File: config.mk
export PLATFORM = sky130hd
export DESIGN_NAME = mfde_ctrl
export DESIGN_NICKNAME = d
export VERILOG_FILES = /design/src/rtl/core/mfde_pkg.sv /design/src/rtl/core/mfde_ctrl.sv
export SDC_FILE = /design/constraint.sdc
export NUM_CORES = 1
export LEC_CHECK = 0
export BUFFER_PORTS_ARGS = -buffer_cell sky130_fd_sc_hd__buf_4
export CORE_AREA = 5 5 42 44
export CTS_CLUSTER_DIAMETER = 50
export DETAILED_ROUTE_END_ITERATION = 16
export DIE_AREA = 0 0 47 49
export GPL_TIMING_DRIVEN = 1
export HOLD_SLACK_MARGIN = 0.02
export PLACE_DENSITY = 0.76
export SYNTH_ARGS = -nofsm -noshare
export SYNTH_HDL_FRONTEND = slang
export SYNTH_SLANG_ARGS = --single-unit
File: constraint.sdc
create_clock -name clk -period 1.8 [get_ports clk]
set_input_delay 0.18 -clock clk [delete_from_list [all_inputs] [get_ports clk]]
set_output_delay 0.18 -clock clk [all_outputs]
set_load 0.03 [all_outputs]
File: src/rtl/core/mfde_pkg.sv
// Shared types, constants and ROM tables for the monochrome framebuffer draw engine.
// Used by mfde_ctrl, mfde_dpath and the top level; depends on nothing else.
package mfde_pkg;

  localparam int PANEL_WIDTH  = 128;
  localparam int MAX_PAGES    = 8;
  localparam int DEPTH        = MAX_PAGES * PANEL_WIDTH;
  localparam int ADDR_W       = $clog2(DEPTH);
  localparam int PAGES_W      = $clog2(MAX_PAGES + 1);
  localparam int COORD_W      = 16;
  localparam int GLYPH_COLS   = 8;
  localparam int FIRST_CODE   = 32;
  localparam int LAST_CODE    = 127;
  localparam int FULL_PERCENT = 100;
  localparam int BAR_COLS     = 6;
  localparam logic [7:0] BAR_BYTE = 8'h7E;
  localparam logic [6:0] HEIGHT_RESET = 7'd64;
  localparam logic [1:0] REG_PANEL_HEIGHT = 2'd0;

  localparam logic [3:0] KIND_PIXEL  = 4'd0;
  localparam logic [3:0] KIND_LINE   = 4'd1;
  localparam logic [3:0] KIND_RECT   = 4'd2;
  localparam logic [3:0] KIND_FILL   = 4'd3;
  localparam logic [3:0] KIND_CIRCLE = 4'd4;
  localparam logic [3:0] KIND_GLYPH  = 4'd5;
  localparam logic [3:0] KIND_BATT   = 4'd6;
  localparam logic [3:0] KIND_CLEAR  = 4'd7;
  localparam logic [3:0] KIND_CLPAGE = 4'd8;
  localparam logic [3:0] KIND_READ   = 4'd9;

  localparam logic [1:0] OP_SET    = 2'd0;
  localparam logic [1:0] OP_CLEAR  = 2'd1;
  localparam logic [1:0] OP_INVERT = 2'd2;

  typedef logic signed [COORD_W-1:0] coord_t;

  typedef enum logic [1:0] {
    CLS_POINTS,
    CLS_BYTES,
    CLS_READ,
    CLS_NONE
  } cls_t;

  typedef struct packed {
    logic [3:0]  kind;
    logic [10:0] start_x;
    logic [10:0] start_y;
    logic [10:0] end_x;
    logic [10:0] end_y;
    logic [10:0] extent_w;
    logic [10:0] extent_h;
    logic [10:0] radius;
    logic [1:0]  color_op;
    logic [7:0]  char_code;
    logic [7:0]  percentage;
    logic [7:0]  page;
  } req_t;

  typedef struct packed {
    logic load;
    logic advance;
    logic pix_rd;
    logic pix_wr;
    logic byte_wr;
    logic init_wr;
    logic byte_rd;
    logic fetch;
    logic emit;
  } cmd_t;

  typedef struct packed {
    cls_t cls;
    logic gen_done;
    logic visible;
    logic cnt_last;
    logic init_last;
  } stat_t;

  function automatic coord_t ext11(input logic [10:0] v);
    return coord_t'($signed(v));
  endfunction

  localparam logic [7:0] BATT_ROM [10] = '{
    8'hFF, 8'h81, 8'hBD, 8'hBD, 8'hBD, 8'h81, 8'hFF, 8'h18, 8'h00, 8'h00
  };

  localparam logic [7:0] FONT_ROM [96][8] = '{
    '{8'h00,8'h00,8'h00,8'h00,8'h00,8'h00,8'h00,8'h00},
    '{8'h00,8'h00,8'h5F,8'h00,8'h00,8'h00,8'h00,8'h00},
    '{8'h00,8'h00,8'h07,8'h00,8'h07,8'h00,8'h00,8'h00},
    '{8'h00,8'h14,8'h7F,8'h14,8'h7F,8'h14,8'h00,8'h00},
    '{8'h00,8'h24,8'h2A,8'h7F,8'h2A,8'h12,8'h00,8'h00},
    '{8'h00,8'h23,8'h13,8'h08,8'h64,8'h62,8'h00,8'h00},
    '{8'h00,8'h36,8'h49,8'h55,8'h22,8'h50,8'h00,8'h00},
    '{8'h00,8'h00,8'h05,8'h03,8'h00,8'h00,8'h00,8'h00},
    '{8'h00,8'h1C,8'h22,8'h41,8'h00,8'h00,8'h00,8'h00},
    '{8'h00,8'h41,8'h22,8'h1C,8'h00,8'h00,8'h00,8'h00},
    '{8'h00,8'h08,8'h2A,8'h1C,8'h2A,8'h08,8'h00,8'h00},
    '{8'h00,8'h08,8'h08,8'h3E,8'h08,8'h08,8'h00,8'h00},
    '{8'h00,8'hA0,8'h60,8'h00,8'h00,8'h00,8'h00,8'h00},
    '{8'h00,8'h08,8'h08,8'h08,8'h08,8'h08,8'h00,8'h00},
    '{8'h00,8'h60,8'h60,8'h00,8'h00,8'h00,8'h00,8'h00},
    '{8'h00,8'h20,8'h10,8'h08,8'h04,8'h02,8'h00,8'h00},
    '{8'h00,8'h3E,8'h51,8'h49,8'h45,8'h3E,8'h00,8'h00},
    '{8'h00,8'h00,8'h42,8'h7F,8'h40,8'h00,8'h00,8'h00},
    '{8'h00,8'h62,8'h51,8'h49,8'h49,8'h46,8'h00,8'h00},
    '{8'h00,8'h22,8'h41,8'h49,8'h49,8'h36,8'h00,8'h00},
    '{8'h00,8'h18,8'h14,8'h12,8'h7F,8'h10,8'h00,8'h00},
    '{8'h00,8'h27,8'h45,8'h45,8'h45,8'h39,8'h00,8'h00},
    '{8'h00,8'h3C,8'h4A,8'h49,8'h49,8'h30,8'h00,8'h00},
    '{8'h00,8'h01,8'h71,8'h09,8'h05,8'h03,8'h00,8'h00},
    '{8'h00,8'h36,8'h49,8'h49,8'h49,8'h36,8'h00,8'h00},
    '{8'h00,8'h06,8'h49,8'h49,8'h29,8'h1E,8'h00,8'h00},
    '{8'h00,8'h00,8'h36,8'h36,8'h00,8'h00,8'h00,8'h00},
    '{8'h00,8'h00,8'hAC,8'h6C,8'h00,8'h00,8'h00,8'h00},
    '{8'h00,8'h08,8'h14,8'h22,8'h41,8'h00,8'h00,8'h00},
    '{8'h00,8'h14,8'h14,8'h14,8'h14,8'h14,8'h00,8'h00},
    '{8'h00,8'h41,8'h22,8'h14,8'h08,8'h00,8'h00,8'h00},
    '{8'h00,8'h02,8'h01,8'h51,8'h09,8'h06,8'h00,8'h00},
    '{8'h00,8'h32,8'h49,8'h79,8'h41,8'h3E,8'h00,8'h00},
    '{8'h00,8'h7E,8'h09,8'h09,8'h09,8'h7E,8'h00,8'h00},
    '{8'h00,8'h7F,8'h49,8'h49,8'h49,8'h36,8'h00,8'h00},
    '{8'h00,8'h3E,8'h41,8'h41,8'h41,8'h22,8'h00,8'h00},
    '{8'h00,8'h7F,8'h41,8'h41,8'h22,8'h1C,8'h00,8'h00},
    '{8'h00,8'h7F,8'h49,8'h49,8'h49,8'h41,8'h00,8'h00},
    '{8'h00,8'h7F,8'h09,8'h09,8'h09,8'h01,8'h00,8'h00},
    '{8'h00,8'h3E,8'h41,8'h41,8'h51,8'h72,8'h00,8'h00},
    '{8'h00,8'h7F,8'h08,8'h08,8'h08,8'h7F,8'h00,8'h00},
    '{8'h00,8'h41,8'h7F,8'h41,8'h00,8'h00,8'h00,8'h00},
    '{8'h00,8'h20,8'h40,8'h41,8'h3F,8'h01,8'h00,8'h00},
    '{8'h00,8'h7F,8'h08,8'h14,8'h22,8'h41,8'h00,8'h00},
    '{8'h00,8'h7F,8'h40,8'h40,8'h40,8'h40,8'h00,8'h00},
    '{8'h00,8'h7F,8'h02,8'h0C,8'h02,8'h7F,8'h00,8'h00},
    '{8'h00,8'h7F,8'h04,8'h08,8'h10,8'h7F,8'h00,8'h00},
    '{8'h00,8'h3E,8'h41,8'h41,8'h41,8'h3E,8'h00,8'h00},
    '{8'h00,8'h7F,8'h09,8'h09,8'h09,8'h06,8'h00,8'h00},
    '{8'h00,8'h3E,8'h41,8'h51,8'h21,8'h5E,8'h00,8'h00},
    '{8'h00,8'h7F,8'h09,8'h19,8'h29,8'h46,8'h00,8'h00},
    '{8'h00,8'h26,8'h49,8'h49,8'h49,8'h32,8'h00,8'h00},
    '{8'h00,8'h01,8'h01,8'h7F,8'h01,8'h01,8'h00,8'h00},
    '{8'h00,8'h3F,8'h40,8'h40,8'h40,8'h3F,8'h00,8'h00},
    '{8'h00,8'h1F,8'h20,8'h40,8'h20,8'h1F,8'h00,8'h00},
    '{8'h00,8'h3F,8'h40,8'h38,8'h40,8'h3F,8'h00,8'h00},
    '{8'h00,8'h63,8'h14,8'h08,8'h14,8'h63,8'h00,8'h00},
    '{8'h00,8'h03,8'h04,8'h78,8'h04,8'h03,8'h00,8'h00},
    '{8'h00,8'h61,8'h51,8'h49,8'h45,8'h43,8'h00,8'h00},
    '{8'h00,8'h7F,8'h41,8'h41,8'h00,8'h00,8'h00,8'h00},
    '{8'h00,8'h02,8'h04,8'h08,8'h10,8'h20,8'h00,8'h00},
    '{8'h00,8'h41,8'h41,8'h7F,8'h00,8'h00,8'h00,8'h00},
    '{8'h00,8'h04,8'h02,8'h01,8'h02,8'h04,8'h00,8'h00},
    '{8'h00,8'h80,8'h80,8'h80,8'h80,8'h80,8'h00,8'h00},
    '{8'h00,8'h01,8'h02,8'h04,8'h00,8'h00,8'h00,8'h00},
    '{8'h00,8'h20,8'h54,8'h54,8'h54,8'h78,8'h00,8'h00},
    '{8'h00,8'h7F,8'h48,8'h44,8'h44,8'h38,8'h00,8'h00},
    '{8'h00,8'h38,8'h44,8'h44,8'h28,8'h00,8'h00,8'h00},
    '{8'h00,8'h38,8'h44,8'h44,8'h48,8'h7F,8'h00,8'h00},
    '{8'h00,8'h38,8'h54,8'h54,8'h54,8'h18,8'h00,8'h00},
    '{8'h00,8'h08,8'h7E,8'h09,8'h02,8'h00,8'h00,8'h00},
    '{8'h00,8'h18,8'hA4,8'hA4,8'hA4,8'h7C,8'h00,8'h00},
    '{8'h00,8'h7F,8'h08,8'h04,8'h04,8'h78,8'h00,8'h00},
    '{8'h00,8'h00,8'h7D,8'h00,8'h00,8'h00,8'h00,8'h00},
    '{8'h00,8'h80,8'h84,8'h7D,8'h00,8'h00,8'h00,8'h00},
    '{8'h00,8'h7F,8'h10,8'h28,8'h44,8'h00,8'h00,8'h00},
    '{8'h00,8'h41,8'h7F,8'h40,8'h00,8'h00,8'h00,8'h00},
    '{8'h00,8'h7C,8'h04,8'h18,8'h04,8'h78,8'h00,8'h00},
    '{8'h00,8'h7C,8'h08,8'h04,8'h7C,8'h00,8'h00,8'h00},
    '{8'h00,8'h38,8'h44,8'h44,8'h38,8'h00,8'h00,8'h00},
    '{8'h00,8'hFC,8'h24,8'h24,8'h18,8'h00,8'h00,8'h00},
    '{8'h00,8'h18,8'h24,8'h24,8'hFC,8'h00,8'h00,8'h00},
    '{8'h00,8'h00,8'h7C,8'h08,8'h04,8'h00,8'h00,8'h00},
    '{8'h00,8'h48,8'h54,8'h54,8'h24,8'h00,8'h00,8'h00},
    '{8'h00,8'h04,8'h7F,8'h44,8'h00,8'h00,8'h00,8'h00},
    '{8'h00,8'h3C,8'h40,8'h40,8'h7C,8'h00,8'h00,8'h00},
    '{8'h00,8'h1C,8'h20,8'h40,8'h20,8'h1C,8'h00,8'h00},
    '{8'h00,8'h3C,8'h40,8'h30,8'h40,8'h3C,8'h00,8'h00},
    '{8'h00,8'h44,8'h28,8'h10,8'h28,8'h44,8'h00,8'h00},
    '{8'h00,8'h1C,8'hA0,8'hA0,8'h7C,8'h00,8'h00,8'h00},
    '{8'h00,8'h44,8'h64,8'h54,8'h4C,8'h44,8'h00,8'h00},
    '{8'h00,8'h08,8'h36,8'h41,8'h00,8'h00,8'h00,8'h00},
    '{8'h00,8'h00,8'h7F,8'h00,8'h00,8'h00,8'h00,8'h00},
    '{8'h00,8'h41,8'h36,8'h08,8'h00,8'h00,8'h00,8'h00},
    '{8'h00,8'h02,8'h01,8'h01,8'h02,8'h01,8'h00,8'h00},
    '{8'h00,8'h02,8'h05,8'h05,8'h02,8'h00,8'h00,8'h00}
  };

endpackage

File: src/rtl/core/mfde_ctrl.sv
// Sequencing state machine of the draw engine: accepts requests, steps the datapath.
// Depends on mfde_pkg for the command and status structs.
module mfde_ctrl (
  input  logic            clk,
  input  logic            rst,
  input  logic            in_valid,
  output logic            in_ready,
  output logic            out_valid,
  input  logic            out_ready,
  input  mfde_pkg::stat_t st,
  output mfde_pkg::cmd_t  cmd
);

  typedef enum logic [3:0] {
    ST_INIT,
    ST_IDLE,
    ST_SETUP,
    ST_POINT,
    ST_MODIFY,
    ST_BYTES,
    ST_READ,
    ST_FETCH,
    ST_DONE
  } state_t;

  state_t state;
  state_t state_next;
  logic   emit_ok;

  assign emit_ok  = !out_valid || out_ready;
  assign in_ready = (state == ST_IDLE);

  always_comb begin
    cmd = '0;
    state_next = state;
    case (state)
      ST_INIT: begin
        cmd.init_wr = 1'b1;
        if (st.init_last) begin
          state_next = ST_IDLE;
        end
      end
      ST_IDLE: begin
        if (in_valid) begin
          cmd.load = 1'b1;
          state_next = ST_SETUP;
        end
      end
      ST_SETUP: begin
        case (st.cls)
          mfde_pkg::CLS_POINTS: state_next = ST_POINT;
          mfde_pkg::CLS_BYTES:  state_next = ST_BYTES;
          mfde_pkg::CLS_READ:   state_next = ST_READ;
          default:              state_next = ST_DONE;
        endcase
      end
      ST_POINT: begin
        if (st.gen_done) begin
          state_next = ST_DONE;
        end else if (st.visible) begin
          cmd.pix_rd = 1'b1;
          state_next = ST_MODIFY;
        end else begin
          cmd.advance = 1'b1;
        end
      end
      ST_MODIFY: begin
        cmd.pix_wr = 1'b1;
        cmd.advance = 1'b1;
        state_next = ST_POINT;
      end
      ST_BYTES: begin
        cmd.byte_wr = 1'b1;
        if (st.cnt_last) begin
          state_next = ST_DONE;
        end
      end
      ST_READ: begin
        cmd.byte_rd = 1'b1;
        state_next = ST_FETCH;
      end
      ST_FETCH: begin
        cmd.fetch = 1'b1;
        state_next = ST_DONE;
      end
      ST_DONE: begin
        if (emit_ok) begin
          cmd.emit = 1'b1;
          state_next = ST_IDLE;
        end
      end
      default: state_next = ST_IDLE;
    endcase
  end

  always_ff @(posedge clk) begin
    if (rst) begin
      state <= ST_INIT;
      out_valid <= 1'b0;
    end else begin
      state <= state_next;
      if (cmd.emit) begin
        out_valid <= 1'b1;
      end else if (out_ready) begin
        out_valid <= 1'b0;
      end
    end
  end

endmodule

==> key figures <==
Synthesis
  • Most frequently used flop master after synthesis: dfxtp_1
  • Net count of the mapped netlist: 74
  • Leading post-synthesis cells by instance count: nand2b_1 (7), dfxtp_1 (5), nor2_1 (5)
  • Avg Cell Area, Syn: between 8 and 9 um2
  • Top post-synthesis cells by area: dfxtp_1 (20%), ha_1 (10%), nand2b_1 (8.8%)
  • Proportion of synthesized flip-flops having asynchronous set or reset: 0%
  • Yosys top cell area share: around a fifth
  • Most frequently used cell type in the post-synthesis netlist: nand2b_1
  • Netlist area before placement: approximately 500 um2
  • Number of standard cells after synthesis: 60
  • Post-synthesis cell type with the largest combined area: dfxtp_1
  • Number of warnings issued by yosys: 0
  • Synth cell types: 31
  • Number of flip-flops and latches in the synthesized netlist: 5
  • Post-synth EDFFs: 0
  • Post-synthesis sequential area ratio: just over 20%

Worst setup path
  • Crit path from: state[1]
  • FF-to-FF path depth: 4
  • Crit start category: flip-flop
  • Setup crit end kind: primary output
  • Start-to-end type of the worst setup path: reg2out
  • Data arrival at the endpoint of the critical path: 1.54 ns
  • Data required time of the critical path: 1.62 ns
  • End of the worst register-to-register path: state[0]
  • Reg2reg start: state[3]
  • Maximum net fanout on the critical path: 3
  • R2R Setup Slk: between 0.2 and 0.25 ns
  • End of the critical path: cmd[7]

Final layout
  • Antenna cell count: 0
  • Filler cells: about 150
  • Share of post-route cells with drive strength above 1: between 40% and 50%
  • Net count reported at finish: 97
  • Post-synthesis to final-layout area growth: 42.7%
  • Area taken by multi-input logic gates: 385 um2
  • Core Util, Final: between 50% and 60%
  • Sequential cell area: 106 um2

Timing
  • Actual transition at the worst max-transition pin: between 0.3 and 0.4 ns
  • Max transition margin: around four fifths
  • Final Setup Violations: 0
  • Min Tclk post-route: ~1.7 ns
  • Setup TNS: 0 ns
  • F_max: between 0.5 and 0.6 GHz
  • Final count of pins violating max slew: 0
  • Final clock period utilization by the worst path: a little over nine tenths
  • Setup repair after global routing missed its margin: false
  • Final Worst Setup Slack: ~0.075 ns
  • Final Hold Vio Count: 0
  • Setup clock skew after layout: 0.00575 ns

Floorplan
  • Chip Width: 47 um
  • Ports placed on the boundary: 21
  • Full die area: about 2300 um2
  • Initial cell density of the core: 35.5%
  • Core footprint: approximately 1400 um2
  • Die height: between 40 and 50 um
  • Site row count: 14

Clocking
  • Number of buffers created by CTS: 3
  • Clock latency on the worst-skew pair: around 0.25 ns
  • Clock tree from TritonCTS: done
  • Bufs on Longest Clock Path: 2
  • Root cell of the clock tree: clkbuf_4
  • CTS clock-pin slew for the worst setup and hold paths: about 0.05 ns
  • Total number of clock tree sinks: 5
  • H-tree depth reported by CTS: 1

Route
  • DR vias/cell: roughly 5.5
  • Drt pass-1 iters: 4
  • Routed length per instance: roughly 13 um
  • Routed via count: 536
  • DRC Markers: 0
  • Final wirelength: about 1.3 mm
  • Post-route ant nets: 0
  • Detailed router's first-iteration violation count: 3

Placement
  • Final HPWL from detailed placement: around 980 um
  • Routability congestion estimate: around 0.83
  • DP Worst Slack: 0.171 ns
  • Count of input and output buffers: 20

GRT
  • Via count of the first global-routing pass: just under 500
  • Antenna violations before repair: 0
  • Wire length of the first global-routing pass: 2.06 mm
  • Total global-route track usage: roughly an eighth
  • Maximum number of pins on one net before global-route repair: 14
  • Final global-route overflow total: 0

Run status
  • Run status: finished clean

Worst hold path
  • Path type of the worst min-delay path: in2reg

Run
  • Max-capacitance violation count: 0

Power and ir drop
  • Total power of the final layout: between 0.6 and 0.7 mW
  • Worst IR Drop VDD: roughly 0.00046 V
  • Pleak: 0.314 nW
  • Ratio of total power to cell area: ~900 nW/um2
==> layout make-up <==
| type | instances | area share, % |
|---|---|---|
| inverters | 2 | 1.06 |
| flip-flops and latches | 5 | 15.0 |
| multi-input cells | 49 | 54.2 |
| repair buffers | 22 | 23.2 |
| clock buffers | 4 | 3.70 |
| well taps | 16 | 2.82 |
==> per-stage QoR <==
step                      cell area (um2)  cells  hold slack, ns
after floorplan                       503     60           0.249
after global placement                667     94           0.404
after detailed placement              667     94           0.404
after CTS                             701     98           0.141
after global routing                  711     98           0.156
final                                 711     98           0.147
==> layer usage <==
| layer | track usage, % | share of wire, % | vias up | routed length (um) |
|---|---|---|---|---|
| met5 | 0 | 0 | - | 0 |
| met4 | 2.76 | 0.91 | 0 | 12 |
| met3 | 7.38 | 8.1 | 4 | 107 |
| met2 | 17.4 | 45 | 21 | 590 |
| met1 | 15.9 | 46 | 246 | 606 |
| li1 | - | - | 265 | - |
==> cells by family (layout without fill, tap and decap cells) <==
family | Yosys count | after routing | synth area share [%]
adder cells (fa/ha/maj) | 4 | 4 | 10.1
AND/OR/NAND/NOR | 31 | 31 | 43.7
multiplexers | 3 | 3 | 6.03
flip-flops | 5 | 5 | 20.1
buffers and inverters | 6 | 28 | 5.78
AO/OA/AOI/OAI | 11 | 11 | 14.3
==> report_power, final <==
| group | leakage, nW | switching [mW] | internal [mW] |
|---|---|---|---|
| Clock | 0.0150 | 0.0542 | 0.0844 |
| Sequential | 0.0423 | 0.0279 | 0.131 |
| Combinational | 0.256 | 0.197 | 0.163 |
==> registers in the layout, summed over array words and instances (netlist names) <==
| name | flops |
|---|---|
| out_valid | 1 |
| state | 4 |
==> placed cells by master (no fill, tap or decap), types with 2 or more instances in the layout <==
master	instances
a21oi_1	2
nor2_1	4
nor3b_1	2
nor4_1	2
mux2i_1	3
clkbuf_4	3
dfxtp_2	2
nor2b_1	2
inv_1	2
or4b_4	2
buf_4	22
ha_1	4
o21ai_0	2
nand2b_1	7
dfxtp_1	2
o22ai_1	2
==> worst max-delay path, stage by stage (launching register included) <==
cell and delay [ns]:
dfxtp_1 0.36, nand2_1 0.11, or4b_4 0.56, nand2b_1 0.10, buf_4 0.15
==> what timing repair did <==
action | in CTS | in global routing
hold buffers | 0 | 0
setup buffers | 0 | 0
setup endpoints to repair | 1 | 2
pin swaps | 0 | 0
gates resized for setup | 3 | 4
hold endpoints to repair | 0 | 0
==> how the worst min path moves through the flow <==
stage          startpoint  slack (ns)        end  cells past startpoint
2_1_floorplan         rst        0.25  out_valid                      1
3_3_place_gp          rst        0.40  out_valid                      2
3_5_place_dp          rst        0.40  out_valid                      2
4_1_cts               rst        0.14  out_valid                      2
5_1_grt               rst        0.16  out_valid                      2
6_report              rst        0.15  out_valid                      2
Note: power is estimated with default switching activity, not from simulation.
